$ cat src/hdl/aabb_pkg.sv
// ----------------------------------------------------------------------------
// aabb_pkg: shared types and constants of the box push-out tracker
// Field widths, action codes, item and result records, position clamp.
// ----------------------------------------------------------------------------
`default_nettype none

package aabb_pkg;

	localparam int POS_W  = 24;  // signed Q16.8 coordinate
	localparam int SIZE_W = 20;  // unsigned Q12.8 size
	localparam int DT_W   = 16;  // unsigned Q0.16 seconds
	localparam int ACT_W  = 2;
	localparam int SUM_W  = POS_W + 2;  // room for a coordinate sum before clamping

	localparam logic [POS_W-1:0] POS_MAX = {1'b0, {(POS_W-1){1'b1}}};
	localparam logic [POS_W-1:0] POS_MIN = {1'b1, {(POS_W-1){1'b0}}};

	typedef enum logic [ACT_W-1:0] {
		ACT_LOAD    = 2'd0,
		ACT_MOVE    = 2'd1,
		ACT_COLLIDE = 2'd2
	} action_t;

	typedef struct packed {
		logic [SIZE_W-1:0] box_width;
		logic [SIZE_W-1:0] box_height;
	} cfg_t;

	typedef struct packed {
		logic [ACT_W-1:0]         action;
		logic signed [POS_W-1:0]  load_x;
		logic signed [POS_W-1:0]  load_y;
		logic signed [POS_W-1:0]  rect_left;
		logic signed [POS_W-1:0]  rect_top;
		logic [SIZE_W-1:0]        rect_width;
		logic [SIZE_W-1:0]        rect_height;
		logic [DT_W-1:0]          delta_time;
		logic signed [POS_W-1:0]  vel_x;
		logic signed [POS_W-1:0]  vel_y;
	} item_t;

	typedef struct packed {
		logic [POS_W-1:0] pos_x;
		logic [POS_W-1:0] pos_y;
		logic             overlapped;
	} step_res_t;

	// clamp a widened coordinate to the signed coordinate range
	function automatic logic [POS_W-1:0] sat_pos(input logic [SUM_W-1:0] v);
		logic [POS_W-1:0] r;
		if ((v[SUM_W-1:POS_W-1] == '0) || (v[SUM_W-1:POS_W-1] == '1)) begin
			r = v[POS_W-1:0];
		end else if (v[SUM_W-1]) begin
			r = POS_MIN;
		end else begin
			r = POS_MAX;
		end
		return r;
	endfunction

endpackage

`default_nettype wire

$ cat src/hdl/aabb_step.sv
// ----------------------------------------------------------------------------
// aabb_step: next box position for one item
// Load, move by delta_time * velocity with rounding, or push out of an
// obstacle along the axis of smaller penetration. Purely combinational.
// ----------------------------------------------------------------------------
`default_nettype none

module aabb_step (
	input  aabb_pkg::cfg_t                cfg,
	input  aabb_pkg::item_t               item,
	input  logic [aabb_pkg::POS_W-1:0]    centre_x,
	input  logic [aabb_pkg::POS_W-1:0]    centre_y,
	output aabb_pkg::step_res_t           res
);

	localparam int POS_W  = aabb_pkg::POS_W;
	localparam int SIZE_W = aabb_pkg::SIZE_W;
	localparam int DT_W   = aabb_pkg::DT_W;
	localparam int SUM_W  = aabb_pkg::SUM_W;
	localparam int PROD_W = DT_W + 1 + POS_W;
	localparam int DLT_W  = PROD_W - DT_W;
	localparam int DIF_W  = POS_W + 3;
	localparam int PEN_W  = SIZE_W + 2;
	localparam int HALF_W = SIZE_W + 1;

	localparam logic signed [PROD_W-1:0] ROUND_HALF = PROD_W'(1) <<< (DT_W - 1);

	// move
	logic signed [PROD_W-1:0] prod_x, prod_y;
	logic signed [PROD_W-1:0] rnd_x, rnd_y;
	logic [SUM_W-1:0]         mv_sum_x, mv_sum_y;

	// collide, doubled units
	logic [SUM_W-1:0]   cx2, cy2;
	logic [DIF_W-1:0]   dif_x, dif_y;
	logic [DIF_W-1:0]   dx, dy;
	logic [DIF_W-1:0]   sum_x, sum_y;
	logic [DIF_W-1:0]   pen_x, pen_y;
	logic [PEN_W-1:0]   pen_x1, pen_y1;
	logic [HALF_W-1:0]  half_x, half_y;
	logic               hit, push_x_axis, pos_dir_x, pos_dir_y;
	logic [SUM_W-1:0]   col_sum_x, col_sum_y;

	always_comb begin
		prod_x   = PROD_W'($signed({1'b0, item.delta_time})) * PROD_W'(item.vel_x);
		prod_y   = PROD_W'($signed({1'b0, item.delta_time})) * PROD_W'(item.vel_y);
		rnd_x    = prod_x + ROUND_HALF;
		rnd_y    = prod_y + ROUND_HALF;
		mv_sum_x = {{2{centre_x[POS_W-1]}}, centre_x}
			+ {rnd_x[PROD_W-1], rnd_x[PROD_W-1:DT_W]};
		mv_sum_y = {{2{centre_y[POS_W-1]}}, centre_y}
			+ {rnd_y[PROD_W-1], rnd_y[PROD_W-1:DT_W]};
	end

	always_comb begin
		cx2   = {item.rect_left[POS_W-1], item.rect_left, 1'b0}
			+ {{(SUM_W-SIZE_W){1'b0}}, item.rect_width};
		cy2   = {item.rect_top[POS_W-1], item.rect_top, 1'b0}
			+ {{(SUM_W-SIZE_W){1'b0}}, item.rect_height};
		dif_x = {{2{centre_x[POS_W-1]}}, centre_x, 1'b0} - {cx2[SUM_W-1], cx2};
		dif_y = {{2{centre_y[POS_W-1]}}, centre_y, 1'b0} - {cy2[SUM_W-1], cy2};
		dx    = dif_x[DIF_W-1] ? (~dif_x + DIF_W'(1)) : dif_x;
		dy    = dif_y[DIF_W-1] ? (~dif_y + DIF_W'(1)) : dif_y;
		sum_x = DIF_W'(cfg.box_width) + DIF_W'(item.rect_width);
		sum_y = DIF_W'(cfg.box_height) + DIF_W'(item.rect_height);
		hit   = (dx < sum_x) && (dy < sum_y);
		pen_x = sum_x - dx;
		pen_y = sum_y - dy;
		// halve rounding up; penetration is below 2^(SIZE_W+1) when overlapping
		pen_x1 = pen_x[PEN_W-1:0] + PEN_W'(1);
		pen_y1 = pen_y[PEN_W-1:0] + PEN_W'(1);
		half_x = pen_x1[PEN_W-1:1];
		half_y = pen_y1[PEN_W-1:1];
		push_x_axis = pen_x < pen_y;
		pos_dir_x   = !dif_x[DIF_W-1] && (dif_x != '0);
		pos_dir_y   = !dif_y[DIF_W-1] && (dif_y != '0);
		col_sum_x = pos_dir_x
			? ({{2{centre_x[POS_W-1]}}, centre_x} + SUM_W'(half_x))
			: ({{2{centre_x[POS_W-1]}}, centre_x} - SUM_W'(half_x));
		col_sum_y = pos_dir_y
			? ({{2{centre_y[POS_W-1]}}, centre_y} + SUM_W'(half_y))
			: ({{2{centre_y[POS_W-1]}}, centre_y} - SUM_W'(half_y));
	end

	always_comb begin
		res.pos_x      = centre_x;
		res.pos_y      = centre_y;
		res.overlapped = 1'b0;
		case (item.action)
			aabb_pkg::ACT_LOAD: begin
				res.pos_x = item.load_x;
				res.pos_y = item.load_y;
			end
			aabb_pkg::ACT_MOVE: begin
				res.pos_x = aabb_pkg::sat_pos(mv_sum_x);
				res.pos_y = aabb_pkg::sat_pos(mv_sum_y);
			end
			aabb_pkg::ACT_COLLIDE: begin
				if (hit) begin
					res.overlapped = 1'b1;
					if (push_x_axis) begin
						res.pos_x = aabb_pkg::sat_pos(col_sum_x);
					end else begin
						res.pos_y = aabb_pkg::sat_pos(col_sum_y);
					end
				end
			end
			default: begin
				res.overlapped = 1'b0;
			end
		endcase
	end

endmodule

`default_nettype wire

$ cat src/hdl/aabb_push_out_tracker.sv
// ----------------------------------------------------------------------------
// aabb_push_out_tracker: box centre tracker with obstacle push-out
// Keeps a box centre, loads it, moves it by velocity and pushes it out of
// obstacle rectangles; one result transfer per input transfer.
// ----------------------------------------------------------------------------
// usage
//   box_width and box_height are written over the APB port (byte addresses 0
//   and 4); write them only while no transfer is in flight.
//   each input transfer carries an action and all of its fields; each gives
//   exactly one output transfer with the new centre and the overlapped flag.
//   an accepted item sits in the input register while the step logic (one
//   17x24 multiply per axis, or adds and compares) computes the new centre;
//   centre and result register load together when the item leaves the input
//   register, and out_valid rises with the result register.
//   one item per cycle is taken unless the receiver stalls; the centre register
//   feeds the next item directly, so back-to-back items chain without a bubble.
//   when the receiver stalls, the result register holds and the input
//   register fills; in_stall rises only once both are occupied.
//   reset clears the centre, the size registers and both valid flags.
// ----------------------------------------------------------------------------
`default_nettype none

module aabb_push_out_tracker (
	input  logic                                 clk,
	input  logic                                 arst_n,
	// configuration
	input  logic                                 psel,
	input  logic                                 penable,
	input  logic                                 pwrite,
	input  logic [2:0]                           paddr,
	input  logic [31:0]                          pwdata,
	output logic [31:0]                          prdata,
	output logic                                 pready,
	// input channel
	input  logic                                 in_valid,
	output logic                                 in_stall,
	input  logic [aabb_pkg::ACT_W-1:0]           action,
	input  logic signed [aabb_pkg::POS_W-1:0]    load_x,
	input  logic signed [aabb_pkg::POS_W-1:0]    load_y,
	input  logic signed [aabb_pkg::POS_W-1:0]    rect_left,
	input  logic signed [aabb_pkg::POS_W-1:0]    rect_top,
	input  logic [aabb_pkg::SIZE_W-1:0]          rect_width,
	input  logic [aabb_pkg::SIZE_W-1:0]          rect_height,
	input  logic [aabb_pkg::DT_W-1:0]            delta_time,
	input  logic signed [aabb_pkg::POS_W-1:0]    vel_x,
	input  logic signed [aabb_pkg::POS_W-1:0]    vel_y,
	// output channel
	output logic                                 out_valid,
	input  logic                                 out_stall,
	output logic signed [aabb_pkg::POS_W-1:0]    pos_x,
	output logic signed [aabb_pkg::POS_W-1:0]    pos_y,
	output logic                                 overlapped
);

	localparam int POS_W  = aabb_pkg::POS_W;
	localparam int SIZE_W = aabb_pkg::SIZE_W;

	aabb_pkg::cfg_t      cfg_q;
	aabb_pkg::item_t     item_s1;
	logic                valid_s1;
	aabb_pkg::step_res_t step_res;
	logic [POS_W-1:0]    centre_x_q, centre_y_q;
	aabb_pkg::step_res_t res_q;
	logic                out_valid_q;
	logic                cfg_wr, in_take, adv_s1;

	// configuration registers
	assign pready = 1'b1;
	assign cfg_wr = psel && penable && pwrite && pready;

	always_ff @(posedge clk or negedge arst_n) begin
		if (!arst_n) begin
			cfg_q <= '0;
		end else if (cfg_wr) begin
			if (paddr[2]) begin
				cfg_q.box_height <= pwdata[SIZE_W-1:0];
			end else begin
				cfg_q.box_width <= pwdata[SIZE_W-1:0];
			end
		end
	end

	always_comb begin
		prdata = '0;
		if (paddr[2]) begin
			prdata[SIZE_W-1:0] = cfg_q.box_height;
		end else begin
			prdata[SIZE_W-1:0] = cfg_q.box_width;
		end
	end

	// handshake: input register moves on when the result register is free or drained
	assign adv_s1   = valid_s1 && (!out_valid_q || !out_stall);
	assign in_stall = valid_s1 && !adv_s1;
	assign in_take  = in_valid && !in_stall;

	always_ff @(posedge clk or negedge arst_n) begin
		if (!arst_n) begin
			valid_s1 <= 1'b0;
		end else if (in_take) begin
			valid_s1 <= 1'b1;
		end else if (adv_s1) begin
			valid_s1 <= 1'b0;
		end
	end

	always_ff @(posedge clk) begin
		if (in_take) begin
			item_s1.action      <= action;
			item_s1.load_x      <= load_x;
			item_s1.load_y      <= load_y;
			item_s1.rect_left   <= rect_left;
			item_s1.rect_top    <= rect_top;
			item_s1.rect_width  <= rect_width;
			item_s1.rect_height <= rect_height;
			item_s1.delta_time  <= delta_time;
			item_s1.vel_x       <= vel_x;
			item_s1.vel_y       <= vel_y;
		end
	end

	aabb_step u_step (
		.cfg      (cfg_q),
		.item     (item_s1),
		.centre_x (centre_x_q),
		.centre_y (centre_y_q),
		.res      (step_res)
	);

	// tracked centre
	always_ff @(posedge clk or negedge arst_n) begin
		if (!arst_n) begin
			centre_x_q <= '0;
			centre_y_q <= '0;
		end else if (adv_s1) begin
			centre_x_q <= step_res.pos_x;
			centre_y_q <= step_res.pos_y;
		end
	end

	// result register
	always_ff @(posedge clk or negedge arst_n) begin
		if (!arst_n) begin
			out_valid_q <= 1'b0;
		end else if (adv_s1) begin
			out_valid_q <= 1'b1;
		end else if (!out_stall) begin
			out_valid_q <= 1'b0;
		end
	end

	always_ff @(posedge clk) begin
		if (adv_s1) begin
			res_q <= step_res;
		end
	end

	assign out_valid  = out_valid_q;
	assign pos_x      = res_q.pos_x;
	assign pos_y      = res_q.pos_y;
	assign overlapped = res_q.overlapped;

endmodule

`default_nettype wire

$ cat config.mk
export PLATFORM = sky130hd
export DESIGN_NAME = aabb_push_out_tracker
export DESIGN_NICKNAME = d
export VERILOG_FILES = /design/src/hdl/aabb_pkg.sv /design/src/hdl/aabb_step.sv /design/src/hdl/aabb_push_out_tracker.sv
export SDC_FILE = /design/constraint.sdc
export NUM_CORES = 2
export LEC_CHECK = 0
export ABC_AREA = 0
export BUFFER_PORTS_ARGS = -buffer_cell sky130_fd_sc_hd__buf_2
export CAP_MARGIN = 20
export CORE_ASPECT_RATIO = 2
export CORE_MARGIN = 2
export CORE_UTILIZATION = 35
export CTS_BUF_LIST = sky130_fd_sc_hd__clkbuf_16
export DETAILED_ROUTE_END_ITERATION = 8
export PLACE_DENSITY = 0.6
export SLEW_MARGIN = 30
export SYNTH_ARGS = -nofsm -noshare
export SYNTH_HDL_FRONTEND = slang
export SYNTH_SLANG_ARGS = --single-unit
$ cat constraint.sdc
create_clock -name clk -period 18.73 [get_ports clk]
set_input_delay 0.9365 -clock clk [delete_from_list [all_inputs] [get_ports clk]]
set_output_delay 0.9365 -clock clk [all_outputs]
set_load 0.01 [all_outputs]
# Word-level counts from Yosys, hierarchy flattened

Index checks and enable logic that the tools add are counted.

Order comparisons: 3
Equality and inequality tests: 7
Multiply operators: 2
Reduce and logical (&&, ||, !) cells: 29
Bitwise operators: 3
$add $sub $neg: 20
Multiplexer cells: 21

Operators by type and width:

| operator               | number |
|---|---|
| $mux 24                | 10 |
| $pmux 48 s3            | 1 |
| $add 41x17->41 const B | 2 |
| $mul 17x24->41         | 2 |
| $lt 27x27->1           | 3 |
| $add 27x1->27 const B  | 2 |
| $mux 27                | 2 |
| $not 27->27            | 2 |
| $reduce_bool 27->1     | 2 |
| $sub 25x26->27         | 2 |
| $sub 27x27->27         | 2 |
| $add 24x25->26         | 2 |
| $add 25x21->26         | 2 |
| $mux 26                | 2 |
| $add 24x22->25         | 2 |
| $sub 24x22->25         | 2 |
| $mux 49                | 1 |
| $add 22x1->22 const B  | 2 |
| $add 20x20->21         | 2 |
| $mux 20                | 1 |
| $eq 3x3->1 const B     | 4 |
| $logic_not 3->1        | 4 |
| $logic_and 1x1->1      | 8 |
| $logic_not 1->1        | 6 |
| 9 further kinds        | 17 |

Bits in registers: 341
Logic and storage cells: 104
Output and inout bits: 84

# Logic depth before layout (Yosys ltp)

Word-level depth: 15
Depth in mapped cells: 49
Depth with buffers taken out: 47

# Hierarchy

A second synthesis with hierarchy kept.

Cells, all modules: 6413
Area, all modules: 59069.2 um^2

By module, submodules not included:

| module                | times used | cells an instance | area an instance (um^2) | seq. area each (um^2) |
|---|---|---|---|---|
| aabb_step             | 1          | 5930              | 47778.3                 | 0.0 |
| aabb_push_out_tracker | 1          | 483               | 11290.8                 | 9789.4 |

# Least setup slack after synthesis

No wires, ideal clock.

Path kind: flip-flop to flip-flop
From: register item_s1[50] in the netlist's numbering
To: register res_q (netlist bit pos_y[3]), data pin
Setup slack: 8476 ps
Stages on the path, launching flop included: 43
Data arrival time: 9984 ps
Cells stage by stage: edfxtp_1 > clkbuf_1 > clkbuf_1 > nand2_1 > fa_1 > inv_1 > fa_1 > inv_1 > fa_1 > inv_1 > fa_1 > inv_1 > fa_1 > inv_1 > fa_1 > ha_1 > a21o_1 > a21oi_1 > [... 7 more ...] > o41ai_1 > nor2b_1 > nor2_1 > xnor2_1 > ha_1 > a21oi_1 > nand2b_1 > nand2b_1 > a221o_1 > a31oi_1 > o21ai_1 > xor2_1 > or3b_2 > mux2i_1 > a311oi_1 > a31o_2 > a21oi_1 > a21oi_1

RTL lines:

| item                 | RTL line                     | source |
|---|---|---|
| from (decl)          | aabb_push_out_tracker.sv:59  | `aabb_pkg::item_t item_s1;` |
| to (signal assigned) | aabb_push_out_tracker.sv:154 | `res_q <= step_res;` |
| to (decl)            | aabb_push_out_tracker.sv:63  | `aabb_pkg::step_res_t res_q;` |

# Worst setup path after layout

From: register centre_y_q[6]
To: register centre_y_q[1]

Cells in the longest elaborated chain, start to end: 14
Elaborated cells between the ends (all ways): 29
Classes of those cells: 7 x add/sub; 2 x order compare; 2 x eq/ne; 9 x mux; 1 x bitwise; 8 x reduce/logical

RTL lines:

| item                                             | RTL line                         | source |
|---|---|---|
| from (decl)                                      | aabb_push_out_tracker.sv:62      | `logic [POS_W-1:0] centre_x_q, centre_y_q;` |
| from (signal assigned)                           | aabb_push_out_tracker.sv:137     | `centre_y_q <= step_res.pos_y;` |
| $sub 25x26->27                                   | aabb_step.sv:61                  | `dif_y = {{2{centre_y[POS_W-1]}}, centre_y, 1'b0} - {cy2[SUM_W-1], cy2};` |
| $not 27->27                                      | aabb_step.sv:63                  | `dy = dif_y[DIF_W-1] ? (~dif_y + DIF_W'(1)) : dif_y;` |
| $add 27x1->27                                    | aabb_step.sv:63                  |  |
| $mux 27                                          | aabb_step.sv:63                  |  |
| $sub 27x27->27                                   | aabb_step.sv:68                  | `pen_y = sum_y - dy;` |
| $add 22x1->22                                    | aabb_step.sv:71                  | `pen_y1 = pen_y[PEN_W-1:0] + PEN_W'(1);` |
| $sub 24x22->25 or $add 24x22->25 (tied branches) | aabb_step.sv:82, aabb_step.sv:81 |  |
| $mux 26                                          | aabb_step.sv:81                  | `? ({{2{centre_y[POS_W-1]}}, centre_y} + SUM_W'(half_y))` |
| $eq 3x3->1 or $logic_not 3->1 (tied branches)    | aabb_pkg.sv:51                   | `if ((v[SUM_W-1:POS_W-1] == '0) \|\| (v[SUM_W-1:POS_W-1] == '1)) begin` |
| $logic_or 1x1->1                                 | aabb_pkg.sv:51                   |  |
| $mux 24                                          | aabb_pkg.sv:51                   |  |
| $mux 24                                          | aabb_step.sv:101                 | `if (push_x_axis) begin` |
| $mux 49                                          | aabb_step.sv:99                  | `if (hit) begin` |
| $pmux 48 s3 (*)                                  | aabb_step.sv:89                  | `case (item.action)` |

Every way passes the cells marked *; elsewhere a longest branch is shown, timed or not.
A chain may end at the register's enable or synchronous reset.

==> flow_metrics.tcl <==
set metrics [dict create \
    status "completed" \
    fin_crit_ns 12.82 \
    drv_slew 0 \
    grt_pass1_wl_mm 299 \
    clock.fmax_mhz 78.0 \
    hold_violations 0 \
    cp-end-kind "register" \
    dieArea_mm2 0.171 \
    required_ns 19.26 \
    yosysWarnings 0 \
    hpwl_mm 158 \
    die_y_um 583 \
    postCtsSetupRepairBufs 0 \
    detail-route-antenna-nets 0 \
    fin_worst_skew_ns 0.0383 \
    cts-root-buf "clkbuf_16" \
    final_nets 8184 \
    synth_cells 6451 \
    crit_path_end "centre_y_q[1]" \
    finalCritPeriodShare 0.684 \
    slew_headroom 0.320 \
    synth.most_common_cell "inv_1" \
    cts_resized 0 \
    synth-edff-count 251 \
    start_kind "register" \
    drive_above_1_share 0.0940 \
    grt_pass1_vias 51100 \
    place_area_mm2 0.0625 \
    first_pass_iters 5 \
    reg2reg_depth 42 \
    wl_per_cell_um 22.4 \
    avgSynthCellArea_um2 9.11 \
    clk_latency_ns 0.67 \
    crit_path_frequent_cell "nor2_1" \
    holdBufCountCts 0 \
    fin_setup_tns_ns 0 \
    cts_tree "built" \
    yosysUniqueCellTypes 124 \
    rsz0062_at_grt "no" \
    antenna_found_initial 13 \
    grt_max_degree 60 \
    timing.rr.start "centre_y_q[6]" \
    finalSetupViolations 0 \
    syn_area_mm2 0.0588 \
    cp.arrival_ns 13.35 \
    grt_usage 0.231 \
    synth_common_cells "inv_1, fa_1, nand2_1" \
    ys_async_sr_fraction 0.264 \
    rows 212 \
    numCtsBuffers 41 \
    hp-class "in -> async" \
    cp_slowest_cell "xor2_1" \
    tightest_slew_ns 1.02 \
    drt_iter0_drc 2655 \
    reg2reg_to "centre_y_q[1]" \
    critical-path-max-stage-delay_ns 0.67 \
    synth_top_area_frac 0.272 \
    cp.depth 42 \
    cap_violations 0 \
    dieWidth_um 294 \
    viasPerCell 5.43 \
    io_pins 328 \
    cts-htree-levels 2 \
    ys_ff_latch 341 \
    via_count 47800 \
    drc 0 \
    path_class "reg -> reg" \
    reg2reg_slack_ns 5.91 \
    crit_buf_inv 1 \
    clk_path_buf_depth 3 \
    fin_area_mm2 0.0638 \
    yosysTopAreaCell "fa_1" \
    port_buffers 300 \
    routabilityCongestion 0.974 \
    critPathMaxFanout 15 \
    grt_remaining_overflow 0 \
    synth_seq_area_share 0.167 \
    synthTopCellsByArea "fa_1, edfxtp_1, ha_1" \
    clkTransAtPathRegs_ns 0.07 \
    clock_sinks 341 \
    synth_flop_cell "edfxtp_1" \
    routed_wl_mm 197 \
    start_util 0.352 \
    critPathTopFamily "compound AO/OA/AOI/OAI gates" \
    syn_to_final_growth_pct 8.65 \
    startpoint "centre_y_q[6]" \
    core_mm2 0.167 \
]
-- state kept, by name, indices dropped and copies added (netlist names) --
| register | flops |
|---|---|
| cfg_q | 40 |
| pos_x | 24 |
| out_valid | 1 |
| item_s1 | 202 |
| centre_y_q | 24 |
| centre_x_q | 24 |
| overlapped | 1 |
| valid_s1 | 1 |
| pos_y | 24 |
-- area by class of cell --
type,instances,area [um2]
fillers,16800,103000
multi-input cells,4861,44200
flip-flops and latches,341,9790
inverters,1012,3800
well taps,2140,2680
repair buffers,370,2030
clock buffers,42,1050
clock inverters,34,245
diodes,4,10.0
-- per-stage QoR --
| stage | instances | hold slack [ns] | setup slack [ns] | utilization |
|---|---|---|---|---|
| 6_report | 8804 | 0.388 | 5.91 | 0.383 |
| 5_1_grt | 8802 | 0.411 | 5.20 | 0.383 |
| 4_1_cts | 8800 | 0.350 | 6.22 | 0.382 |
| 3_5_place_dp | 8724 | 0.506 | 6.32 | 0.375 |
| 3_3_place_gp | 8724 | 0.470 | 6.42 | 0.375 |
| 2_1_floorplan | 6462 | 0.456 | 8.48 | - |
-- placed cells by master (no fill, tap or decap), drive strengths merged, types with 18 or more instances in the layout --
cell     count
a211oi      51
a21o       103
a21oi      330
a31oi       51
and2       417
and3        42
buf        370
clkbuf      42
dfrtp       90
edfxtp     251
fa         798
ha         515
inv       1024
mux2        71
nand2      609
nand2b      56
nand3       93
nand4       35
nor2       341
nor2b       48
nor3        90
nor4        23
o2111ai     18
o211ai      40
o21a        68
o21ai      239
o21bai      44
o31ai       21
or2         24
or3         34
xnor2      241
xor2       109
-- how the worst min path moves through the flow --
stage,end,slack [ns],cells past startpoint
6_report,centre_x_q[19],0.39,1
5_1_grt,centre_x_q[14],0.41,1
4_1_cts,centre_x_q[14],0.35,1
2_1_floorplan,out_valid,0.46,1
3_5_place_dp,out_valid,0.51,1
3_3_place_gp,out_valid,0.47,1
-- routing by layer --
metal | global-route usage | part of all wire
met1 | 0.226 | 0.33
met2 | 0.439 | 0.53
met3 | 0.0299 | 0.047
met4 | 0.168 | 0.087
met5 | 0 | 0.00026
-- kinds of logic after synthesis --
family,count (synthesis),share of synthesized area
simple gates,1879,0.160
other cells,2,0.000128
buf+inv,1260,0.0821
flops,341,0.167
compound gates,1204,0.137
fa+ha+maj,1326,0.384
mux,86,0.0162
xor+xnor,353,0.0541
Power is not shown: default switching activity piles up to over one toggle a cycle in this logic, so the estimate is an artifact.
